**config.mk**
```make
export PLATFORM = sky130hd
export DESIGN_NAME = hsl_to_rgb_percent_top
export DESIGN_NICKNAME = d
export VERILOG_FILES = /design/src/design/h2r_pkg.sv /design/src/design/h2r_scale.sv /design/src/design/h2r_level.sv /design/src/design/h2r_mix.sv /design/src/design/hsl_to_rgb_percent_top.sv
export SDC_FILE = /design/constraint.sdc
export NUM_CORES = 1
export LEC_CHECK = 0
export BUFFER_PORTS_ARGS = -buffer_cell sky130_fd_sc_hd__buf_2
export CORE_MARGIN = 2
export CORE_UTILIZATION = 65
export CTS_CLUSTER_SIZE = 30
export DETAILED_ROUTE_END_ITERATION = 7
export GPL_TIMING_DRIVEN = 0
export HOLD_SLACK_MARGIN = 0.03
export PLACE_DENSITY = 0.8
export SETUP_SLACK_MARGIN = 0.15
export SLEW_MARGIN = 10
export SYNTH_ARGS = -nofsm -noshare
export SYNTH_HDL_FRONTEND = slang
export SYNTH_SLANG_ARGS = --single-unit
```
**constraint.sdc**
```tcl
create_clock -name clk -period 8 [get_ports clk]
set_input_delay 1.2 -clock clk [delete_from_list [all_inputs] [get_ports clk]]
set_output_delay 1.2 -clock clk [all_outputs]
set_load 0.1 [all_outputs]
```
**src/design/h2r_pkg.sv**
```systemverilog
// Types, constants and helpers shared by the HSL to RGB percent converter.
// No dependencies.
package h2r_pkg;

    localparam logic [8:0] HUE_MAX = 9'd360;
    localparam logic [6:0] PCT_MAX = 7'd100;
    localparam logic [6:0] PCT_CAP = 7'd99;

    typedef struct packed {
        logic [8:0] hue_degrees;
        logic [6:0] saturation_pct;
        logic [6:0] lightness_pct;
    } hsl_word_t;

    typedef struct packed {
        logic [6:0] red_pct;
        logic [6:0] green_pct;
        logic [6:0] blue_pct;
    } rgb_word_t;

    typedef struct packed {
        logic [7:0] h8;
        logic [7:0] s8;
        logic [7:0] l8;
    } scaled_t;

    typedef struct packed {
        logic [7:0] v;
        logic [7:0] l8;
        logic [2:0] sext;
        logic [7:0] f;
    } peak_t;

    typedef struct packed {
        logic [7:0] v;
        logic [7:0] m;
        logic [7:0] d;
        logic [2:0] sext;
    } level_t;

    typedef struct packed {
        logic [7:0] v;
        logic [7:0] m;
        logic [7:0] mid1;
        logic [7:0] mid2;
        logic [2:0] sext;
    } mid_t;

    // x * 100 / 255, truncating; exact for x in 0..255
    function automatic logic [6:0] to_pct(input logic [7:0] x);
        logic [14:0] y;
        logic [14:0] sum;
        begin
            y   = 15'(x) * 15'd100;
            sum = y + (y >> 8) + 15'd1;
            return sum[14:8];
        end
    endfunction

endpackage

```
**src/design/h2r_scale.sv**
```systemverilog
// Input stage: saturates hue, saturation and lightness and rescales them to 0..255.
// Depends on h2r_pkg.
module h2r_scale (
    input  logic               clk,
    input  logic               rst_n,
    input  logic               en,
    input  logic               in_valid,
    input  h2r_pkg::hsl_word_t word,
    output logic               out_valid,
    output h2r_pkg::scaled_t   scaled
);
    import h2r_pkg::*;

    logic [8:0]  hue_sat;
    logic [6:0]  sat_sat;
    logic [6:0]  lit_sat;
    logic [12:0] hue_x17;
    logic [19:0] hue_q;
    logic [12:0] sat_x51;
    logic [12:0] lit_x51;
    logic [21:0] sat_q;
    logic [21:0] lit_q;
    logic        valid_reg;
    scaled_t     scaled_reg;
    scaled_t     scaled_next;

    always_comb
    begin
        hue_sat = (word.hue_degrees > HUE_MAX) ? HUE_MAX : word.hue_degrees;
        sat_sat = (word.saturation_pct > PCT_MAX) ? PCT_MAX : word.saturation_pct;
        lit_sat = (word.lightness_pct > PCT_MAX) ? PCT_MAX : word.lightness_pct;
        // h*255/360 = (h*17/8)/3 ; /3 via *683>>11
        hue_x17 = 13'(hue_sat) * 13'd17;
        hue_q   = 20'(hue_x17[12:3]) * 20'd683;
        // p*255/100 = (p*51/4)/5 ; /5 via *3277>>14
        sat_x51 = 13'(sat_sat) * 13'd51;
        lit_x51 = 13'(lit_sat) * 13'd51;
        sat_q   = 22'(sat_x51[12:2]) * 22'd3277;
        lit_q   = 22'(lit_x51[12:2]) * 22'd3277;
        scaled_next.h8 = hue_q[18:11];
        scaled_next.s8 = sat_q[21:14];
        scaled_next.l8 = lit_q[21:14];
    end

    always_ff @(posedge clk or negedge rst_n)
    begin
        if (!rst_n)
        begin
            valid_reg <= 1'b0;
        end
        else if (en)
        begin
            valid_reg <= in_valid;
        end
    end

    always_ff @(posedge clk)
    begin
        if (en)
        begin
            scaled_reg <= scaled_next;
        end
    end

    assign out_valid = valid_reg;
    assign scaled    = scaled_reg;

endmodule

```
**src/design/h2r_level.sv**
```systemverilog
// Level stages: max level and sextant, then min level and interpolation term.
// Depends on h2r_pkg.
module h2r_level (
    input  logic             clk,
    input  logic             rst_n,
    input  logic             en,
    input  logic             in_valid,
    input  h2r_pkg::scaled_t scaled,
    output logic             out_valid,
    output h2r_pkg::level_t  level
);
    import h2r_pkg::*;

    logic [15:0] ls_prod;
    logic [16:0] v_low;
    logic [16:0] v_high;
    logic [10:0] hue_x6;
    logic [8:0]  m_wide;
    logic [7:0]  m_val;
    logic [7:0]  span;
    logic [15:0] d_prod;
    logic        valid2_reg;
    logic        valid3_reg;
    peak_t       peak_reg;
    peak_t       peak_next;
    level_t      level_reg;
    level_t      level_next;

    always_comb
    begin
        ls_prod = 16'(scaled.l8) * 16'(scaled.s8);
        v_low   = {1'b0, scaled.l8, 8'd0} + 17'(ls_prod);
        v_high  = {(9'(scaled.l8) + 9'(scaled.s8)), 8'd0} - 17'(ls_prod);
        hue_x6  = 11'(scaled.h8) * 11'd6;
        peak_next.v    = scaled.l8[7] ? v_high[15:8] : v_low[15:8];
        peak_next.l8   = scaled.l8;
        peak_next.sext = hue_x6[10:8];
        peak_next.f    = hue_x6[7:0];
    end

    always_comb
    begin
        m_wide = {peak_reg.l8, 1'b0} - 9'(peak_reg.v);
        m_val  = m_wide[7:0];
        span   = peak_reg.v - m_val;
        d_prod = 16'(peak_reg.f) * 16'(span);
        level_next.v    = peak_reg.v;
        level_next.m    = m_val;
        level_next.d    = d_prod[15:8];
        level_next.sext = peak_reg.sext;
    end

    always_ff @(posedge clk or negedge rst_n)
    begin
        if (!rst_n)
        begin
            valid2_reg <= 1'b0;
            valid3_reg <= 1'b0;
        end
        else if (en)
        begin
            valid2_reg <= in_valid;
            valid3_reg <= valid2_reg;
        end
    end

    always_ff @(posedge clk)
    begin
        if (en)
        begin
            peak_reg  <= peak_next;
            level_reg <= level_next;
        end
    end

    assign out_valid = valid3_reg;
    assign level     = level_reg;

endmodule

```
**src/design/h2r_mix.sv**
```systemverilog
// Output stages: mid levels, percent rescale, sextant routing, full-duty cap.
// Depends on h2r_pkg.
module h2r_mix (
    input  logic               clk,
    input  logic               rst_n,
    input  logic               en,
    input  logic               cap_full_duty,
    input  logic               in_valid,
    input  h2r_pkg::level_t    level,
    output logic               out_valid,
    output h2r_pkg::rgb_word_t word
);
    import h2r_pkg::*;

    logic       valid4_reg;
    logic       valid5_reg;
    mid_t       mid_reg;
    mid_t       mid_next;
    logic [6:0] v_pct;
    logic [6:0] m_pct;
    logic [6:0] mid1_pct;
    logic [6:0] mid2_pct;
    logic [6:0] r_sel;
    logic [6:0] g_sel;
    logic [6:0] b_sel;
    rgb_word_t  word_reg;
    rgb_word_t  word_next;

    always_comb
    begin
        mid_next.v    = level.v;
        mid_next.m    = level.m;
        mid_next.mid1 = level.m + level.d;
        mid_next.mid2 = level.v - level.d;
        mid_next.sext = level.sext;
    end

    always_comb
    begin
        v_pct    = to_pct(mid_reg.v);
        m_pct    = to_pct(mid_reg.m);
        mid1_pct = to_pct(mid_reg.mid1);
        mid2_pct = to_pct(mid_reg.mid2);
        case (mid_reg.sext)
            3'd0:
            begin
                r_sel = v_pct;    g_sel = mid1_pct; b_sel = m_pct;
            end
            3'd1:
            begin
                r_sel = mid2_pct; g_sel = v_pct;    b_sel = m_pct;
            end
            3'd2:
            begin
                r_sel = m_pct;    g_sel = v_pct;    b_sel = mid1_pct;
            end
            3'd3:
            begin
                r_sel = m_pct;    g_sel = mid2_pct; b_sel = v_pct;
            end
            3'd4:
            begin
                r_sel = mid1_pct; g_sel = m_pct;    b_sel = v_pct;
            end
            default:
            begin
                r_sel = v_pct;    g_sel = m_pct;    b_sel = mid2_pct;
            end
        endcase
        // black when the max level is zero
        if (mid_reg.v == 8'd0)
        begin
            r_sel = '0;
            g_sel = '0;
            b_sel = '0;
        end
        word_next.red_pct   = (cap_full_duty && r_sel == PCT_MAX) ? PCT_CAP : r_sel;
        word_next.green_pct = (cap_full_duty && g_sel == PCT_MAX) ? PCT_CAP : g_sel;
        word_next.blue_pct  = (cap_full_duty && b_sel == PCT_MAX) ? PCT_CAP : b_sel;
    end

    always_ff @(posedge clk or negedge rst_n)
    begin
        if (!rst_n)
        begin
            valid4_reg <= 1'b0;
            valid5_reg <= 1'b0;
        end
        else if (en)
        begin
            valid4_reg <= in_valid;
            valid5_reg <= valid4_reg;
        end
    end

    always_ff @(posedge clk)
    begin
        if (en)
        begin
            mid_reg  <= mid_next;
            word_reg <= word_next;
        end
    end

    assign out_valid = valid5_reg;
    assign word      = word_reg;

endmodule

```
**src/design/hsl_to_rgb_percent_top.sv**
```systemverilog
// HSL (degrees, percent) to RGB percent converter, top level.
// Depends on h2r_pkg, h2r_scale, h2r_level, h2r_mix.
//
// Takes one HSL word per clock while hsl_stall is low and returns one RGB word per
// input word, in order. The five register stages advance together; a
// stall on the rgb side while a word waits in the output register freezes the
// whole pipe and raises hsl_stall in the same cycle. Sustained rate is one word
// per cycle while rgb_stall is low. cap_full_duty resets to 1 and is written
// through cfg_we/cfg_wdata; change it only while no word is in flight.
module hsl_to_rgb_percent_top (
    input  logic               clk,
    input  logic               rst_n,
    input  logic               cfg_we,
    input  logic               cfg_wdata,
    input  logic               hsl_valid,
    output logic               hsl_stall,
    input  h2r_pkg::hsl_word_t hsl_word,
    output logic               rgb_valid,
    input  logic               rgb_stall,
    output h2r_pkg::rgb_word_t rgb_word
);
    import h2r_pkg::*;

    logic    en;
    logic    cap_reg;
    logic    s1_valid;
    logic    s3_valid;
    scaled_t s1_word;
    level_t  s3_word;

    assign en        = !(rgb_valid && rgb_stall);
    assign hsl_stall = !en;

    always_ff @(posedge clk or negedge rst_n)
    begin
        if (!rst_n)
        begin
            cap_reg <= 1'b1;
        end
        else if (cfg_we)
        begin
            cap_reg <= cfg_wdata;
        end
    end

    h2r_scale u_scale (
        .clk       (clk),
        .rst_n     (rst_n),
        .en        (en),
        .in_valid  (hsl_valid),
        .word      (hsl_word),
        .out_valid (s1_valid),
        .scaled    (s1_word)
    );

    h2r_level u_level (
        .clk       (clk),
        .rst_n     (rst_n),
        .en        (en),
        .in_valid  (s1_valid),
        .scaled    (s1_word),
        .out_valid (s3_valid),
        .level     (s3_word)
    );

    h2r_mix u_mix (
        .clk           (clk),
        .rst_n         (rst_n),
        .en            (en),
        .cap_full_duty (cap_reg),
        .in_valid      (s3_valid),
        .level         (s3_word),
        .out_valid     (rgb_valid),
        .word          (rgb_word)
    );

endmodule

```
Yosys cells after proc, flatten, opt, wreduce, memory -nomap -nowiden
Cells that the tools add are included.
Cells by class
  equal/unequal tests: 7
  add/sub/neg operators: 15
  reduce and logical (&&, ||, !) cells: 10
  multipliers: 13
  magnitude comparators: 3
  muxes and demuxes: 10
Operator list (count)
  $pmux W7 S3: 3
  $add A15 B1 Y15 const B: 4
  $add A15 B7 Y15: 4
  $mul A8 B5 Y13 const B: 4
  $mul A11 B12 Y22 const B: 2
  $mux W7: 5
  $mul A7 B6 Y13 const B: 2
  $sub A8 B8 Y8: 3
  $eq A7 B7 Y1 const B: 3
  $mul A10 B10 Y19 const B: 1
  $add A16 B16 Y16: 1
  $add A8 B8 Y8: 2
  $mul A8 B8 Y16: 1
  $sub A16 B16 Y16: 1
  $mul A7 B8 Y15: 1
  $gt A7 B7 Y1 const B: 2
  $mul A9 B5 Y13 const B: 1
  $mul A8 B2 Y10 const B: 1
  $gt A9 B9 Y1 const B: 1
  $mux W9: 1
  $logic_not A8 Y1: 1
  $mux W8: 1
  $reduce_or A2 Y1: 4
  $eq A3 B2 Y1 const B: 2
  4 further kinds: 7
Storage, ports and cells
  output and inout bits: 23
  logic and storage cells: 83
  input port bits: 29
  register bits: 138

Longest topological paths before layout
  word-level depth: 7
  mapped depth: 36
  depth with buffers taken out: 36

Cells and area by module
Synthesis repeated with hierarchy kept, for this count alone.
Unflattened totals
  cells, all modules: 2460
  area total of the unflattened synthesis: 23606.4 um2
By module, submodules not included
  h2r_scale: cells each 847, area each 8291.7 um2, instances 1, sequential area each 745.7 um2
  h2r_mix: cells each 890, area each 8209.1 um2, instances 1, sequential area each 1731.7 um2
  h2r_level: cells each 719, area each 7054.3 um2, instances 1, sequential area each 1581.5 um2
  hsl_to_rgb_percent_top: cells each 4, area each 51.3 um2, instances 1, sequential area each 26.3 um2

Worst setup path after synthesis
Ideal clock, no wire load.
  path type: input-to-reg
  from: input port hsl_word[8] (netlist name)
  to: register u_scale.scaled_reg (netlist bit u_scale.scaled[15]), data pin
  setup time: 0.260 ns
  path buffers: 0
  slack: -0.796 ns
  data required time: 7.740 ns
  data arrival time: 8.536 ns
  cell stages on the path: 32
  path through: o21ai_0 a21oi_1 or2_2 ha_1 fa_1 inv_1 fa_1 inv_1 ha_1 inv_1 o21bai_1 a21oi_1 o21bai_1 a21oi_1 o21bai_1 a21oi_1 xnor2_1 ha_1 fa_1 inv_1 fa_1 fa_1 fa_1 inv_1 ha_1 o2111ai_1 o21ai_0 a31oi_1 o21ai_0 o41ai_1 o21bai_1 xnor2_1
On the way
  longest elaborated chain between the ends: 4
Ends and longest elaborated chain
  from (decl): RTL line hsl_to_rgb_percent_top.sv:17  | input h2r_pkg::hsl_word_t hsl_word,
  $gt A7 B7 Y1: RTL line h2r_scale.sv:30  | sat_sat = (word.saturation_pct > PCT_MAX) ? PCT_MAX : word.saturation_pct;
  $mux W7 *: RTL line h2r_scale.sv:30
  $mul A7 B6 Y13 *: RTL line h2r_scale.sv:36  | sat_x51 = 13'(sat_sat) * 13'd51;
  $mul A11 B12 Y22 *: RTL line h2r_scale.sv:38  | sat_q = 22'(sat_x51[12:2]) * 22'd3277;
  named net u_scale.sat_q[21]: RTL line h2r_scale.sv:21  | logic [21:0] sat_q;
  to (signal assigned): RTL line h2r_scale.sv:61  | scaled_reg <= scaled_next;
  to (decl): RTL line h2r_scale.sv:24  | scaled_t scaled_reg;
Mark *: on every way through the listed nets, which the timed path passes. The rest lies on a longest branch.
A chain may end at the register's enable or synchronous reset.

Worst setup path in the final report
  from: input port hsl_word[0] (netlist name)
  to: register u_scale.scaled_reg (netlist bit u_scale.scaled[5]), data pin
On the way
  longest elaborated chain between the ends: 4
Ends and longest elaborated chain
  $gt A7 B7 Y1: RTL line h2r_scale.sv:31  | lit_sat = (word.lightness_pct > PCT_MAX) ? PCT_MAX : word.lightness_pct;
  $mux W7 *: RTL line h2r_scale.sv:31
  $mul A7 B6 Y13 *: RTL line h2r_scale.sv:37  | lit_x51 = 13'(lit_sat) * 13'd51;
  $mul A11 B12 Y22 *: RTL line h2r_scale.sv:39  | lit_q = 22'(lit_x51[12:2]) * 22'd3277;
  named net u_scale.lit_q[19]: RTL line h2r_scale.sv:22  | logic [21:0] lit_q;
Marks and branches as above.

==> metrics.txt <==
# TYPE chip_impl_metric gauge
chip_impl_info{name="status",value="finished, violations left"} 1
chip_impl_info{name="failed_checks",value="setup timing"} 1
chip_impl_metric{name="placement.cell_area",unit="sq mm"} 0.0233
chip_impl_metric{name="routabilityCongestion",unit=""} 0.978
chip_impl_metric{name="count_of_tritonroute_iterations_in_the_first_routing_pass",unit=""} 7
chip_impl_metric{name="maxCapViolations",unit=""} 0
chip_impl_metric{name="nets",unit=""} 3121
chip_impl_metric{name="area_delta_synth_final",unit="%"} 10.6
chip_impl_metric{name="layout_fillers",unit=""} 2364
chip_impl_info{name="hold_path_class",value="flip-flop to flip-flop"} 1
chip_impl_info{name="timing.critical_path.from_type",value="primary input"} 1
chip_impl_metric{name="yosysSeqAreaShare",unit=""} 0.181
chip_impl_metric{name="synth-warning-count",unit=""} 0
chip_impl_metric{name="dp_hpwl",unit="um"} 40900
chip_impl_metric{name="clock_sink_count",unit=""} 135
chip_impl_metric{name="clock_tree_skew_after_final_layout",unit="ns"} 0.0200
chip_impl_metric{name="routed_wl",unit="um"} 51200
chip_impl_info{name="cts_tree",value="yes"} 1
chip_impl_metric{name="drt_drc_violations_left",unit=""} 0
chip_impl_metric{name="clockBufferDepth",unit=""} 2
chip_impl_metric{name="insertion_delay",unit="ns"} 0.44
chip_impl_metric{name="critical_path.n_buffers_inverters",unit=""} 12
chip_impl_info{name="crit_top_cell",value="buf_4"} 1
chip_impl_info{name="min_delay_src",value="u_level.level[2]"} 1
chip_impl_metric{name="cts_hold_buffers_added",unit=""} 0
chip_impl_metric{name="synthesis.nets",unit=""} 3010
chip_impl_info{name="worstSetupEndpointType",value="flip-flop"} 1
chip_impl_metric{name="max_freq",unit="GHz"} 0.118
chip_impl_metric{name="die_area",unit="sq mm"} 0.0357
chip_impl_info{name="grt_setup_unrepaired",value="true"} 1
chip_impl_metric{name="cp_slowest_stage_delay",unit="ns"} 0.59
chip_impl_metric{name="initial_core_util",unit=""} 0.662
chip_impl_metric{name="critPathMaxFanout",unit=""} 3
chip_impl_metric{name="wire_length_of_the_first_global_routing_pass",unit="um"} 85500
chip_impl_metric{name="timing_hold_violations_final",unit=""} 0
chip_impl_info{name="reg2reg_from",value="u_level.level_next[20]"} 1
chip_impl_metric{name="largest_register_ff_count",unit=""} 33
chip_impl_metric{name="final_slew_viol_count",unit=""} 0
chip_impl_info{name="critPathSlowestCell",value="fa_1"} 1
chip_impl_metric{name="cts_inserted_buffers",unit=""} 17
chip_impl_metric{name="synth.cell_area",unit="sq mm"} 0.0223
chip_impl_metric{name="worst-endpoint-arrival",unit="ns"} 8.65
chip_impl_metric{name="via_per_inst",unit=""} 5.87
chip_impl_metric{name="grt_pass1_vias",unit=""} 17800
chip_impl_metric{name="pre_cts_slack",unit="ns"} -1.06
chip_impl_metric{name="floorplan.io_pins",unit=""} 52
chip_impl_metric{name="grt.overflow.total",unit=""} 0
chip_impl_metric{name="post-route-period-util",unit=""} 1.06
chip_impl_metric{name="placement_rows",unit=""} 67
chip_impl_info{name="worst-setup-path-type",value="primary input to flip-flop"} 1
chip_impl_metric{name="drtAntennaViolNets",unit=""} 0
chip_impl_metric{name="detailroute.via_count",unit=""} 16800
chip_impl_metric{name="fin_area",unit="sq mm"} 0.0246
chip_impl_info{name="dominantRegCellSynth",value="edfxtp_1"} 1
chip_impl_info{name="critical-path-top-delay-family",value="adder cells"} 1
chip_impl_metric{name="grt_util_all_layers",unit=""} 0.297
chip_impl_metric{name="drt_iter0_drc",unit=""} 835
chip_impl_metric{name="synth_seq_cells",unit=""} 135
chip_impl_metric{name="tightestPinTransition",unit="ns"} 0.761
chip_impl_metric{name="final.hold.worst_slack",unit="ns"} 0.424
chip_impl_metric{name="initial_antenna_violation_count",unit=""} 0
chip_impl_metric{name="floorplan.die.width",unit="um"} 189
chip_impl_metric{name="async_flop_share",unit=""} 0.0444
chip_impl_metric{name="fin_ws",unit="ns"} -0.453
chip_impl_metric{name="clk_transition_reported_paths",unit="ns"} 0.07
chip_impl_metric{name="final_layout_size_suffix_gt1_frac",unit=""} 0.104
chip_impl_metric{name="max-slew-margin-rel",unit=""} 0.489
chip_impl_metric{name="synth_area_per_cell",unit="sq um"} 9.70
chip_impl_metric{name="h-tree-depth",unit=""} 4
chip_impl_metric{name="antenna-diode-count",unit=""} 0
chip_impl_metric{name="fin_tns_setup",unit="ns"} -3.15
chip_impl_metric{name="core_area",unit="sq mm"} 0.0336
chip_impl_metric{name="yosysUniqueCellTypes",unit=""} 81
chip_impl_metric{name="pin_count_of_the_biggest_net_entering_global_routing",unit=""} 67
chip_impl_metric{name="synth_edf_count",unit=""} 129
chip_impl_info{name="cts-root-buf",value="clkbuf_16"} 1
chip_impl_metric{name="setup_violations",unit=""} 12
chip_impl_metric{name="detail_route.wl_per_cell",unit="um"} 17.9
chip_impl_info{name="crit_start",value="hsl_word[0]"} 1
chip_impl_metric{name="final_period_minus_worst_setup_slack",unit="ns"} 8.45
chip_impl_metric{name="numPortBuffers",unit=""} 51
chip_impl_metric{name="die_y",unit="um"} 189
chip_impl_metric{name="crit_required",unit="ns"} 8.19
chip_impl_metric{name="netlist_instances",unit=""} 2295
synthesized netlist by cell type (6+ instances only):
| cell | instances | area (sq um) |
|---|---|---|
| ha_1 | 513 | 6420 |
| inv_1 | 429 | 1610 |
| fa_1 | 173 | 3460 |
| edfxtp_1 | 129 | 3870 |
| nor2_1 | 101 | 379 |
| nand2_1 | 100 | 375 |
| xnor2_1 | 97 | 850 |
| a21oi_1 | 93 | 465 |
| and2_1 | 63 | 394 |
| o21ai_0 | 61 | 305 |
| a21o_1 | 49 | 368 |
| xor2_1 | 48 | 420 |
| nor3_1 | 40 | 200 |
| nand3_1 | 35 | 175 |
| o21a_1 | 33 | 248 |
| nor2b_1 | 25 | 156 |
| o21bai_1 | 25 | 188 |
| clkbuf_1 | 19 | 71.3 |
| a211oi_1 | 18 | 135 |
| nand2b_1 | 15 | 93.8 |
| or2_2 | 14 | 87.6 |
| a31oi_1 | 12 | 75.1 |
| and3_1 | 11 | 68.8 |
| o211ai_1 | 11 | 82.6 |
| o2111ai_1 | 10 | 87.6 |
| o31ai_1 | 10 | 75.1 |
| a211o_1 | 9 | 78.8 |
| mux2i_1 | 9 | 90.1 |
| mux2_2 | 8 | 90.1 |
| nand4_1 | 8 | 50.1 |
| a221oi_1 | 6 | 52.6 |
| nand4b_1 | 6 | 52.6 |
| nor4_1 | 6 | 37.5 |
| o22ai_1 | 6 | 37.5 |
| o31a_1 | 6 | 52.6 |
| or3_1 | 6 | 37.5 |
final timing paths:
| path | end | slack (ns) | depth (start not counted) |
|---|---|---|---|
| max | u_scale.scaled[5] | -0.45 | 39 |
| min in group asynchronous | u_mix.valid4_reg | 0.57 | 1 |
| min | u_mix.mid_reg[2] | 0.42 | 0 |
| max reg2reg | u_level.level[10] | 1.15 | 24 |
| min reg2reg | u_mix.mid_reg[2] | 0.42 | 0 |
| max in group asynchronous | cap_reg | 7.22 | 1 |
cell families after synthesis:
family          Yosys count  synth area share
mux                      17           0.00810
simple gates            453             0.104
buf+inv                 451            0.0766
fa+ha+maj               686             0.444
flops                   135             0.181
xor+xnor                149            0.0606
compound gates          404             0.126
area by class of cell:
type,instances,area [sq um],share of cell area
Buffer,22,93.8,0.00381
Clock buffer,19,433,0.0176
Clock inverter,13,168,0.00681
Inverter,429,1610,0.0655
Multi-Input combinational cell,1709,17100,0.694
Sequential cell,135,4030,0.164
Tap cell,448,561,0.0228
Timing Repair Buffer,92,643,0.0261
per-stage QoR:
stage / utilization / instances
finish: 0.732 / 2867
global route: 0.732 / 2867
CTS: 0.724 / 2856
detailed placement: 0.694 / 2796
global placement: 0.692 / 2794
floorplan: - / 2295
layer usage:
metal	wire, um	GRT usage	up-vias
li1	-	-	8132
met1	21000	0.345	8207
met2	26500	0.550	374
met3	1600	0.0328	123
met4	2170	0.130	0
met5	0	0	-
cell usage in the layout, fill, tap and decap left out, types with 12 or more instances in the layout:
master and instances:
ha_1 496, inv_1 417, fa_1 171, edfxtp_1 129, nand2_1 99, nor2_1 93
xnor2_1 86, a21oi_1 75, and2_1 62, o21ai_0 52, a21o_1 49, xor2_1 47
buf_2 47, nor3_1 39, nand3_1 35, buf_4 35, o21a_1 33, o21bai_1 24
nor2b_1 22, clkbuf_1 21, a211oi_1 18, clkbuf_16 17, a21oi_2 16, nand2b_1 15
ha_4 15, or2_2 12
repair_timing:
action	CTS	global route
gates resized for setup	41	39
buffers inserted	28	11
pin swaps	38	37
endpoints found under the setup margin	19	21
Power is not shown: default switching activity piles up to over one toggle a cycle in this logic, so the estimate is an artifact.
